$ cat src/design/fat12cte_pkg.sv
// fat12cte_pkg: shared widths, command and status codes, table constants
// and the entry position helper for the FAT12 cluster table engine.
// No dependencies.
package fat12cte_pkg;

	localparam int CMD_W      = 3;
	localparam int CLUSTER_W  = 12;
	localparam int BYTE_IDX_W = 13;
	localparam int DATA_W     = 8;
	localparam int VALUE_W    = 12;
	localparam int STATUS_W   = 2;
	localparam int ACTIVE_W   = 13;
	localparam int POS_W      = 14;
	localparam int WORD_W     = 16;

	localparam int TABLE_BYTES_DEF = 6144;

	localparam int APB_ADDR_W = 3;
	localparam int APB_DATA_W = 32;
	localparam logic REG_ACTIVE_CLUSTERS = 1'b0;

	localparam logic [CMD_W-1:0] CMD_LOAD  = 3'd0;
	localparam logic [CMD_W-1:0] CMD_READ  = 3'd1;
	localparam logic [CMD_W-1:0] CMD_GET   = 3'd2;
	localparam logic [CMD_W-1:0] CMD_SET   = 3'd3;
	localparam logic [CMD_W-1:0] CMD_FIND  = 3'd4;
	localparam logic [CMD_W-1:0] CMD_CHAIN = 3'd5;

	localparam logic [STATUS_W-1:0] STATUS_OK         = 2'd0;
	localparam logic [STATUS_W-1:0] STATUS_NO_FREE    = 2'd1;
	localparam logic [STATUS_W-1:0] STATUS_STEP_LIMIT = 2'd2;

	localparam logic [CLUSTER_W-1:0] CHAIN_END    = 12'hff8;
	localparam logic [ACTIVE_W-1:0]  MAX_CLUSTERS = 13'd4096;
	localparam logic [ACTIVE_W-1:0]  ACTIVE_RESET = 13'd4096;

	// first byte of a packed entry: c + c/2
	function automatic logic [POS_W-1:0] entry_pos(input logic [CLUSTER_W-1:0] c);
		return POS_W'(c) + POS_W'(c[CLUSTER_W-1:1]);
	endfunction

	// address width of one byte bank (even or odd bytes)
	function automatic int bank_addr_w(input int table_bytes);
		int depth;
		depth = (table_bytes + 1) >> 1;
		return (depth > 1) ? $clog2(depth) : 1;
	endfunction

endpackage

$ cat src/design/fat12cte_if.sv
// fat12cte_if: valid/ready stream interfaces for commands and results.
// Depends on fat12cte_pkg.
interface fat12cte_req_if;
	import fat12cte_pkg::*;
	logic                  valid;
	logic                  ready;
	logic [CMD_W-1:0]      cmd;
	logic [CLUSTER_W-1:0]  cluster;
	logic [CLUSTER_W-1:0]  next_value;
	logic [BYTE_IDX_W-1:0] byte_index;
	logic [DATA_W-1:0]     byte_data;

	modport source (output valid, cmd, cluster, next_value, byte_index, byte_data,
		input ready);
	modport sink (input valid, cmd, cluster, next_value, byte_index, byte_data,
		output ready);
endinterface

interface fat12cte_rsp_if;
	import fat12cte_pkg::*;
	logic                valid;
	logic                ready;
	logic [VALUE_W-1:0]  value;
	logic [STATUS_W-1:0] status;

	modport source (output valid, value, status, input ready);
	modport sink (input valid, value, status, output ready);
endinterface

$ cat src/design/fat12cte_seq.sv
// fat12cte_seq: command sequencer with entry read-modify-write over two byte
// banks (even and odd bytes), find-free scan and chain free walk.
// Depends on fat12cte_pkg and fat12cte_if.
module fat12cte_seq #(
	parameter int TABLE_BYTES = fat12cte_pkg::TABLE_BYTES_DEF,
	parameter int BANK_AW     = fat12cte_pkg::bank_addr_w(TABLE_BYTES)
) (
	input  logic                                   clk,
	input  logic                                   arst_n,
	input  logic [fat12cte_pkg::ACTIVE_W-1:0]      active_clusters,
	fat12cte_req_if.sink                           req,
	fat12cte_rsp_if.source                         rsp,
	output logic [1:0]                             bank_we,
	output logic [1:0][BANK_AW-1:0]                bank_waddr,
	output logic [1:0][fat12cte_pkg::DATA_W-1:0]   bank_wdata,
	output logic [1:0][BANK_AW-1:0]                bank_raddr,
	input  logic [1:0][fat12cte_pkg::DATA_W-1:0]   bank_rdata
);
	import fat12cte_pkg::*;

	typedef enum logic [2:0] {
		ST_IDLE,
		ST_ACCESS,
		ST_FIND,
		ST_CHAIN_RD,
		ST_CHAIN_WR,
		ST_HOLD
	} state_t;

	localparam logic [POS_W-1:0] TB_LIM = POS_W'(TABLE_BYTES);

	state_t                 state_q;
	logic [CMD_W-1:0]       cmd_q;
	logic [CLUSTER_W-1:0]   next_value_q;
	logic [CLUSTER_W-1:0]   cur_q;
	logic [ACTIVE_W-1:0]    steps_q;
	logic [ACTIVE_W-1:0]    icnt_q;
	logic                   rsp_valid_q;
	logic [VALUE_W-1:0]     rsp_value_q;
	logic [STATUS_W-1:0]    rsp_status_q;
	logic [VALUE_W-1:0]     hold_value_q;
	logic [STATUS_W-1:0]    hold_status_q;

	logic                   find_pend_s1;
	logic                   lo_bank_s1;
	logic                   lo_ok_s1;
	logic                   hi_ok_s1;
	logic                   odd_s1;
	logic [CLUSTER_W-1:0]   tag_s1;
	logic [1:0][BANK_AW-1:0] raddr_s1;

	logic                   acc;
	logic                   out_free;
	logic [ACTIVE_W-1:0]    lim;
	logic [CLUSTER_W-1:0]   rd_cl;
	logic [POS_W-1:0]       rd_pos;
	logic [POS_W-1:0]       rd_pos_p1;
	logic [POS_W-1:0]       ld_pos;
	logic                   ld_ok;
	logic [DATA_W-1:0]      lo_byte;
	logic [DATA_W-1:0]      hi_byte;
	logic [WORD_W-1:0]      word;
	logic [CLUSTER_W-1:0]   entry;
	logic [CLUSTER_W-1:0]   wr_val;
	logic [WORD_W-1:0]      new_word;
	logic                   ent_wr;
	logic                   load_wr;
	logic                   fin;
	logic [VALUE_W-1:0]     fin_value;
	logic [STATUS_W-1:0]    fin_status;
	logic                   issue_find;

	assign acc       = req.valid && req.ready;
	assign out_free  = !rsp_valid_q || rsp.ready;
	assign lim       = active_clusters[ACTIVE_W-1] ? MAX_CLUSTERS : active_clusters;
	assign req.ready = (state_q == ST_IDLE);

	// read address: from the walk registers in find and chain read, else from the request
	always_comb begin
		unique case (state_q)
			ST_FIND:     rd_cl = icnt_q[CLUSTER_W-1:0];
			ST_CHAIN_RD: rd_cl = cur_q;
			default:     rd_cl = req.cluster;
		endcase
		rd_pos = ((state_q == ST_IDLE) && (req.cmd == CMD_READ)) ?
			POS_W'(req.byte_index) : entry_pos(rd_cl);
		rd_pos_p1     = rd_pos + POS_W'(1);
		bank_raddr[0] = rd_pos_p1[BANK_AW:1];
		bank_raddr[1] = rd_pos[BANK_AW:1];
	end

	always_ff @(posedge clk) begin
		lo_bank_s1 <= rd_pos[0];
		lo_ok_s1   <= (rd_pos < TB_LIM);
		hi_ok_s1   <= (rd_pos_p1 < TB_LIM);
		odd_s1     <= rd_cl[0];
		tag_s1     <= rd_cl;
		raddr_s1   <= bank_raddr;
	end

	// entry assembly and merge; bytes beyond the table read as zero
	always_comb begin
		lo_byte  = lo_ok_s1 ? bank_rdata[lo_bank_s1] : '0;
		hi_byte  = hi_ok_s1 ? bank_rdata[~lo_bank_s1] : '0;
		word     = {hi_byte, lo_byte};
		entry    = odd_s1 ? word[WORD_W-1:4] : word[CLUSTER_W-1:0];
		wr_val   = (state_q == ST_ACCESS) ? next_value_q : '0;
		new_word = odd_s1 ? {wr_val, word[3:0]} : {word[WORD_W-1:CLUSTER_W], wr_val};
	end

	assign ent_wr  = ((state_q == ST_ACCESS) && (cmd_q == CMD_SET)) ||
		(state_q == ST_CHAIN_WR);
	assign load_wr = acc && (req.cmd == CMD_LOAD);
	assign ld_pos  = POS_W'(req.byte_index);
	assign ld_ok   = (ld_pos < TB_LIM);

	always_comb begin
		for (int k = 0; k < 2; k++) begin
			if (ent_wr) begin
				bank_we[k]    = (lo_bank_s1 == 1'(k)) ? lo_ok_s1 : hi_ok_s1;
				bank_wdata[k] = (lo_bank_s1 == 1'(k)) ? new_word[DATA_W-1:0] :
					new_word[WORD_W-1:DATA_W];
				bank_waddr[k] = raddr_s1[k];
			end else begin
				bank_we[k]    = load_wr && ld_ok && (ld_pos[0] == 1'(k));
				bank_wdata[k] = req.byte_data;
				bank_waddr[k] = ld_pos[BANK_AW:1];
			end
		end
	end

	always_comb begin
		fin        = 1'b0;
		fin_value  = '0;
		fin_status = STATUS_OK;
		issue_find = 1'b0;
		unique case (state_q)
			ST_IDLE: begin
				if (acc) begin
					case (req.cmd) inside
						CMD_READ, CMD_GET, CMD_SET, CMD_FIND: fin = 1'b0;
						CMD_CHAIN: fin = (req.cluster == '0);
						default:   fin = 1'b1;
					endcase
				end
			end
			ST_ACCESS: begin
				fin = 1'b1;
				if (cmd_q == CMD_READ)
					fin_value = VALUE_W'(lo_byte);
				else if (cmd_q == CMD_GET)
					fin_value = entry;
			end
			ST_FIND: begin
				if (find_pend_s1 && (entry == '0)) begin
					fin       = 1'b1;
					fin_value = tag_s1;
				end else if (icnt_q < lim) begin
					issue_find = 1'b1;
				end else begin
					fin        = 1'b1;
					fin_status = STATUS_NO_FREE;
				end
			end
			ST_CHAIN_RD: begin
				if (cur_q >= CHAIN_END) begin
					fin = 1'b1;
				end else if (steps_q >= lim) begin
					fin        = 1'b1;
					fin_status = STATUS_STEP_LIMIT;
				end
			end
			default: fin = 1'b0;
		endcase
	end

	always_ff @(posedge clk or negedge arst_n) begin
		if (!arst_n) begin
			state_q       <= ST_IDLE;
			cmd_q         <= CMD_LOAD;
			next_value_q  <= '0;
			cur_q         <= '0;
			steps_q       <= '0;
			icnt_q        <= '0;
			find_pend_s1  <= 1'b0;
			rsp_valid_q   <= 1'b0;
			rsp_value_q   <= '0;
			rsp_status_q  <= STATUS_OK;
			hold_value_q  <= '0;
			hold_status_q <= STATUS_OK;
		end else begin
			if (rsp.ready)
				rsp_valid_q <= 1'b0;
			if (fin) begin
				if (out_free) begin
					rsp_valid_q  <= 1'b1;
					rsp_value_q  <= fin_value;
					rsp_status_q <= fin_status;
					state_q      <= ST_IDLE;
				end else begin
					hold_value_q  <= fin_value;
					hold_status_q <= fin_status;
					state_q       <= ST_HOLD;
				end
			end else begin
				unique case (state_q)
					ST_IDLE: begin
						if (acc) begin
							cmd_q        <= req.cmd;
							next_value_q <= req.next_value;
							cur_q        <= req.cluster;
							steps_q      <= '0;
							icnt_q       <= '0;
							find_pend_s1 <= 1'b0;
							if (req.cmd == CMD_FIND)
								state_q <= ST_FIND;
							else if (req.cmd == CMD_CHAIN)
								state_q <= ST_CHAIN_RD;
							else
								state_q <= ST_ACCESS;
						end
					end
					ST_FIND: begin
						find_pend_s1 <= issue_find;
						if (issue_find)
							icnt_q <= icnt_q + ACTIVE_W'(1);
					end
					ST_CHAIN_RD: state_q <= ST_CHAIN_WR;
					ST_CHAIN_WR: begin
						cur_q   <= entry;
						steps_q <= steps_q + ACTIVE_W'(1);
						state_q <= ST_CHAIN_RD;
					end
					ST_HOLD: begin
						if (out_free) begin
							rsp_valid_q  <= 1'b1;
							rsp_value_q  <= hold_value_q;
							rsp_status_q <= hold_status_q;
							state_q      <= ST_IDLE;
						end
					end
					default: state_q <= ST_IDLE;
				endcase
			end
		end
	end

	assign rsp.valid  = rsp_valid_q;
	assign rsp.value  = rsp_value_q;
	assign rsp.status = rsp_status_q;

endmodule

$ cat src/flat_wrapper.sv
// flat-port wrapper written by rule: the top's interface ports become plain ports
module fat12cte_seq_flat import fat12cte_pkg::*;
#(
	parameter int TABLE_BYTES = fat12cte_pkg::TABLE_BYTES_DEF,
	parameter int BANK_AW     = fat12cte_pkg::bank_addr_w(TABLE_BYTES)
)
  (clk, arst_n, active_clusters, bank_we, bank_waddr, bank_wdata, bank_raddr, bank_rdata, req_valid, req_cmd, req_cluster, req_next_value, req_byte_index, req_byte_data, req_ready, rsp_valid, rsp_value, rsp_status, rsp_ready);
  fat12cte_req_if req_i ();
  fat12cte_rsp_if rsp_i ();
  input  logic clk;
  input  logic arst_n;
  input  logic [fat12cte_pkg::ACTIVE_W-1:0] active_clusters;
  output logic [1:0] bank_we;
  output logic [1:0][BANK_AW-1:0] bank_waddr;
  output logic [1:0][fat12cte_pkg::DATA_W-1:0] bank_wdata;
  output logic [1:0][BANK_AW-1:0] bank_raddr;
  input  logic [1:0][fat12cte_pkg::DATA_W-1:0] bank_rdata;
  input wire logic [$bits(req_i.valid)-1:0] req_valid;
  input wire logic [$bits(req_i.cmd)-1:0] req_cmd;
  input wire logic [$bits(req_i.cluster)-1:0] req_cluster;
  input wire logic [$bits(req_i.next_value)-1:0] req_next_value;
  input wire logic [$bits(req_i.byte_index)-1:0] req_byte_index;
  input wire logic [$bits(req_i.byte_data)-1:0] req_byte_data;
  output wire logic [$bits(req_i.ready)-1:0] req_ready;
  output wire logic [$bits(rsp_i.valid)-1:0] rsp_valid;
  output wire logic [$bits(rsp_i.value)-1:0] rsp_value;
  output wire logic [$bits(rsp_i.status)-1:0] rsp_status;
  input wire logic [$bits(rsp_i.ready)-1:0] rsp_ready;
  assign req_i.valid = req_valid;
  assign req_i.cmd = req_cmd;
  assign req_i.cluster = req_cluster;
  assign req_i.next_value = req_next_value;
  assign req_i.byte_index = req_byte_index;
  assign req_i.byte_data = req_byte_data;
  assign req_ready = req_i.ready;
  assign rsp_valid = rsp_i.valid;
  assign rsp_value = rsp_i.value;
  assign rsp_status = rsp_i.status;
  assign rsp_i.ready = rsp_ready;
  fat12cte_seq #(.TABLE_BYTES(TABLE_BYTES), .BANK_AW(BANK_AW)) u_core (.clk(clk), .arst_n(arst_n), .active_clusters(active_clusters), .req(req_i), .rsp(rsp_i), .bank_we(bank_we), .bank_waddr(bank_waddr), .bank_wdata(bank_wdata), .bank_raddr(bank_raddr), .bank_rdata(bank_rdata));
endmodule
$ cat config.mk
export PLATFORM = sky130hd
export DESIGN_NAME = fat12cte_seq_flat
export DESIGN_NICKNAME = d
export VERILOG_FILES = /design/src/design/fat12cte_pkg.sv /design/src/design/fat12cte_if.sv /design/src/design/fat12cte_seq.sv /design/src/flat_wrapper.sv
export SDC_FILE = /design/constraint.sdc
export NUM_CORES = 1
export LEC_CHECK = 0
export ABC_AREA = 1
export ABC_CLOCK_PERIOD_IN_PS = 7500
export BUFFER_PORTS_ARGS = -buffer_cell sky130_fd_sc_hd__clkbuf_2
export CORE_ASPECT_RATIO = 0.7
export CORE_UTILIZATION = 60
export DETAILED_ROUTE_END_ITERATION = 16
export GPL_ROUTABILITY_DRIVEN = 0
export PLACE_DENSITY = 0.86
export SLEW_MARGIN = 15
export SYNTH_ARGS = -nofsm -noshare
export SYNTH_HDL_FRONTEND = slang
export SYNTH_SLANG_ARGS = --single-unit
$ cat constraint.sdc
create_clock -name clk -period 7.5 [get_ports clk]
set_clock_uncertainty 0.1 [all_clocks]
set_input_delay 1.5 -clock clk [delete_from_list [all_inputs] [get_ports clk]]
set_output_delay 1.5 -clock clk [all_outputs]
set_load 0.01 [all_outputs]
== After elaboration in Yosys (flattened, before gate mapping) ==
Cells that the tools add are included.
Operators by class
  add/subtract/negate cells: 4
  magnitude comparators: 8
  equal/unequal tests: 18
  mux-type cells: 69
  bitwise operators: 4
  reductions and logical operators: 26
Operator list (count)
  two-way mux 12 bit: 12
  two-way mux 8 bit: 10
  one-hot mux 12 bit (2 select lines): 3
  one-hot mux 13 bit (2 select lines): 2
  two-way mux 13 bit: 3
  < comparator 14 x 13 -> 1 bit, second input constant: 2
  adder 13 x 1 -> 13 bit, second input constant: 2
  logical NOT 12 bit: 2
  two-way mux 1 bit: 20
  equality test 3 x 2 -> 1 bit, second input constant: 6
  two-way mux 16 bit: 1
  two-way mux 2 bit: 8
  two-way mux 3 bit: 5
  one-hot mux 3 bit (5 select lines): 1
  adder 14 x 1 -> 14 bit, second input constant: 1
  two-way mux 14 bit: 1
  adder 12 x 11 -> 13 bit: 1
  >= comparator 13 bit: 1
  < comparator 13 bit: 1
  < comparator 13 bit, second input constant: 1
  equality test 3 bit, second input constant: 4
  >= comparator 12 bit, second input constant: 1
  AND reduction 3 bit: 4
  equality test 3 x 1 -> 1 bit, second input constant: 3
  other kinds (17): 34
Word-level totals
  bits in registers: 126
  bits of input ports: 81

== Longest topological paths before layout ==
  depth in word-level cells: 11
  gate-level depth with buffers: 24

== Worst setup path after synthesis ==
No wires, ideal clock.
  kind: input to output
  start: input port req_cluster[1]
  end: output port bank_raddr[9] in the netlist's numbering
  arrival: 3.842 ns
  required time: 5.900 ns
  slack: 2.058 ns
  cell stages on the path: 15
  buffers on the path: 0
  cell sequence: a21oi_1 -> inv_1 -> ha_1 -> inv_1 -> fa_1 -> o21ai_1 -> ha_1 -> inv_1 -> nor2_1 -> nand3_1 -> nor2_2 -> nand2_1 -> nor2_2 -> nand2_1 -> xor2_1
RTL lines
  start: declaration: RTL line flat_wrapper.sv:20  | input wire logic [$bits(req_i.cluster)-1:0] req_cluster;
  end: declaration: RTL line flat_wrapper.sv:16  | output logic [1:0][BANK_AW-1:0] bank_raddr;

==> flow_metrics.tcl <==
set metrics [dict create \
    outcome "completed" \
    whs_endpoint "u_core.next_value_q[5]" \
    max-slew-margin-rel_pct 38.08 \
    fmax_mhz 151.4 \
    r2r_slack_ps 2680 \
    area_delta_synth_final_pct 15.63 \
    utilization_pct 71.11 \
    drc_errors 0 \
    setup_viol 0 \
    syn-cell-area_sq_um 8559 \
    grt_pass1_wl_mm 40.04 \
    yosysMostFrequentCell "nand2_1" \
    via_per_inst 5.738 \
    critPathLaunchType "flop" \
    synth_area_per_cell_sq_um 6.777 \
    dp.cells 1564 \
    peakVddDrop_uv 329.5 \
    cts-hold-fix-buffers 0 \
    period_share_pct 88.05 \
    overflow 0 \
    switching_share_pct 50.73 \
    clkLatencyLatePin_ps 420 \
    clock_path_buffers 2 \
    timing.rr.end "u_core.hi_ok_s1" \
    min_path_cells 2 \
    fin_setup_tns_ps 0 \
    async_flop_share_pct 68.80 \
    grt_pass1_vias 8177 \
    r2r-start "u_core.state_q[2]" \
    routed_wl_mm 24.91 \
    ys_top_cells_by_area "dfrtp_1 25%, nand2_1 20%, dfxtp_1 9.1%" \
    start_util_pct 61.50 \
    seq_area_frac_synth_pct 34.26 \
    min_period_ps 6603 \
    htreeDepth 4 \
    crit_fanout 14 \
    syn-num-nets 1386 \
    ys_top_cells_by_count "467 x nand2_1, 105 x o21ai_0, 102 x inv_1, 95 x nand3_1, 86 x dfrtp_1" \
    tightest_slew_ps 926.5 \
    ios 163 \
    ant_nets 0 \
    worst_setup_path_end_kind "output port" \
    cts.sinks 125 \
    root_buffer "clkbuf_16" \
    portBuffers 162 \
    cts_made_buffers 17 \
    die_w_um 144.8 \
    syn_inst 1263 \
    synth_top_area_share_pct 25.14 \
    hold_start "u_core.next_value_q[5]" \
    critPathRequiredTime_ps 5900 \
    die_h_um 101.9 \
    power_density_nw_per_um2 446.0 \
    p_leak_nw 5.129 \
    first_pass_iters 7 \
    synthFlopType "dfrtp_1" \
    hp-class "flop to flop" \
    power.total_mw 4.414 \
    seqPwrFrac_pct 24.5 \
    dr.first_iter.drc_count 1073 \
    antenna_found_initial 0 \
    grt_max_degree 50 \
    worstSetupPathType "flop to output port" \
    final-instance-count-excl-fill 1596 \
    die_area_sq_um 14750 \
    ys_ff_latch 125 \
    wire_per_inst_um 15.60 \
    synth_top_area_cell "dfrtp_1" \
    synth_edf_count 0 \
    hold_viol 0 \
    path_clk_slew_ps 60 \
    cts_tree "yes" \
    p_clk_share_pct 17.8 \
    cts-resized-gates 0 \
    grtUsageTotal_pct 35.00 \
    ff2ff_path_depth 21 \
    critPathArrivalTime_ps 5000 \
    fillerInstances 1126 \
    yosys_warnings 0 \
    postCtsSetupBuffers 0 \
    vias 9158 \
    power_frac_comb_pct 57.7 \
    rows 36 \
    maxCapViolations 0 \
    slowest_stage "dfrtp_1" \
    dp_hpwl_mm 18.32 \
    rsz0062_at_grt "no" \
    diodes 0 \
    slew_violations 0 \
    switchingPower_mw 2.239 \
    path_cells "nor2_1 > nand2_1 > nand2_1 > inv_2 > a21oi_1 > inv_1 > ha_1 > inv_1 > fa_1 > o21ai_1 > ha_1 > inv_1 > nor2_1 > nand3_1 > nor2_2 > nand2_1 > nor2_2 > nand2_1 > xor2_1 > clkbuf_2" \
    drive_above_1_share_pct 17.35 \
    core_sq_um 13920 \
    p_int_mw 2.175 \
    crit_top_cell "nand2_1" \
    final_nets 1516 \
    critPathMaxStageDelay_ps 470 \
    ys_types 47 \
]
-- registers in the layout, indices dropped and copies added, names as in the netlist, 2 cells and up --
signal,flops
u_core.cmd_q,3
u_core.cur_q,12
u_core.hold_status_q,2
u_core.hold_value_q,12
u_core.icnt_q,13
u_core.next_value_q,12
u_core.raddr_s1,24
u_core.rsp.status,2
u_core.rsp.value,12
u_core.state_q,3
u_core.steps_q,13
u_core.tag_s1,12
-- area by class of cell --
cell class	count	area [sq um]	area share [%]
clock buffers	18	439.2	4.437
clock inverters	14	122.6	1.239
inverters	113	434.2	4.387
multi-input cells	967	4865	49.15
flip-flops and latches	125	2933	29.63
well taps	190	237.7	2.402
repair buffers	169	865.8	8.748
-- stage by stage --
stage                     setup slack (ps)  hold slack [ps]  area, sq um
after floorplan                       2058            342.2         8559
after global placement                1566            356.7         9335
after detailed placement              1435            362.0         9335
after CTS                            988.7            380.3         9897
after global routing                 526.8            404.3         9897
final                                896.6            381.6         9897
-- metal layers --
metal	vias to the layer above	track usage [%]	share of wire (%)
li1	4383	-	-
met3	72	7.826	10
met1	4219	48.53	43
met4	0	12.06	2.3
met5	-	0	0
met2	484	54.03	44
-- cell usage in the layout (no fill, tap or decap), types with 4 or more instances in the layout --
cell / netlist / final
o211ai_1: 8 / 8
clkbuf_16: 0 / 17
clkinvlp_4: 0 / 5
nor3_1: 7 / 7
clkbuf_2: 1 / 161
a22oi_1: 4 / 4
a22oi_2: 4 / 4
clkinv_2: 0 / 4
clkinv_4: 1 / 5
xor2_1: 18 / 18
o21ai_0: 105 / 105
buf_4: 13 / 8
nand3_1: 95 / 95
ha_1: 41 / 41
inv_2: 8 / 8
nand2_1: 467 / 467
or2_2: 9 / 9
o22a_1: 11 / 11
dfrtp_1: 86 / 86
o21ai_1: 46 / 46
dfxtp_1: 39 / 39
a21oi_1: 28 / 27
nor2_1: 66 / 66
nand4_1: 20 / 20
inv_1: 102 / 102
nor4_1: 5 / 5
-- power by group through the flow --
stage / clock [mW] / combinational [mW] / sequential (mW)
floorplan: 0 / 1.90 / 1.04
global placement: 0 / 2.41 / 1.07
detailed placement: 0 / 2.47 / 1.08
CTS: 0.787 / 2.50 / 1.07
global route: 0.815 / 2.85 / 1.10
finish: 0.786 / 2.55 / 1.08
-- critical path: cells and delay by family (launching register included) --
| family | cells | cell delay (ps) |
|---|---|---|
| XOR/XNOR | 1 | 170 |
| adder cells (fa/ha/maj) | 3 | 920 |
| buffers and inverters | 5 | 530 |
| flip-flops | 1 | 470 |
| AO/OA/AOI/OAI | 2 | 640 |
| AND/OR/NAND/NOR | 9 | 1840 |
-- logic make-up (layout without fill, tap and decap cells) --
| kind of cell | count (synthesis) | after routing | synth area share [%] |
|---|---|---|---|
| AO/OA/AOI/OAI | 214 | 214 | 13.96 |
| flip-flops | 125 | 125 | 34.26 |
| adder cells (fa/ha/maj) | 42 | 42 | 6.227 |
| buffers and inverters | 171 | 314 | 9.107 |
| AND/OR/NAND/NOR | 690 | 690 | 34.29 |
| XOR/XNOR | 21 | 21 | 2.149 |
-- worst max-delay path by stage --
| stage | start | to | slack [ps] | cells after the start |
|---|---|---|---|---|
| global placement | req_cluster[1] | bank_raddr[9] | 1570 | 17 |
| floorplan | req_cluster[1] | bank_raddr[9] | 2060 | 15 |
| global route | u_core.state_q[2] | bank_raddr[9] | 530 | 20 |
| detailed placement | req_cluster[1] | bank_raddr[9] | 1430 | 17 |
| CTS | u_core.state_q[2] | bank_raddr[9] | 990 | 20 |
| finish | u_core.state_q[2] | bank_raddr[9] | 900 | 20 |
No activity file was read; power rests on OpenSTA's default activity.
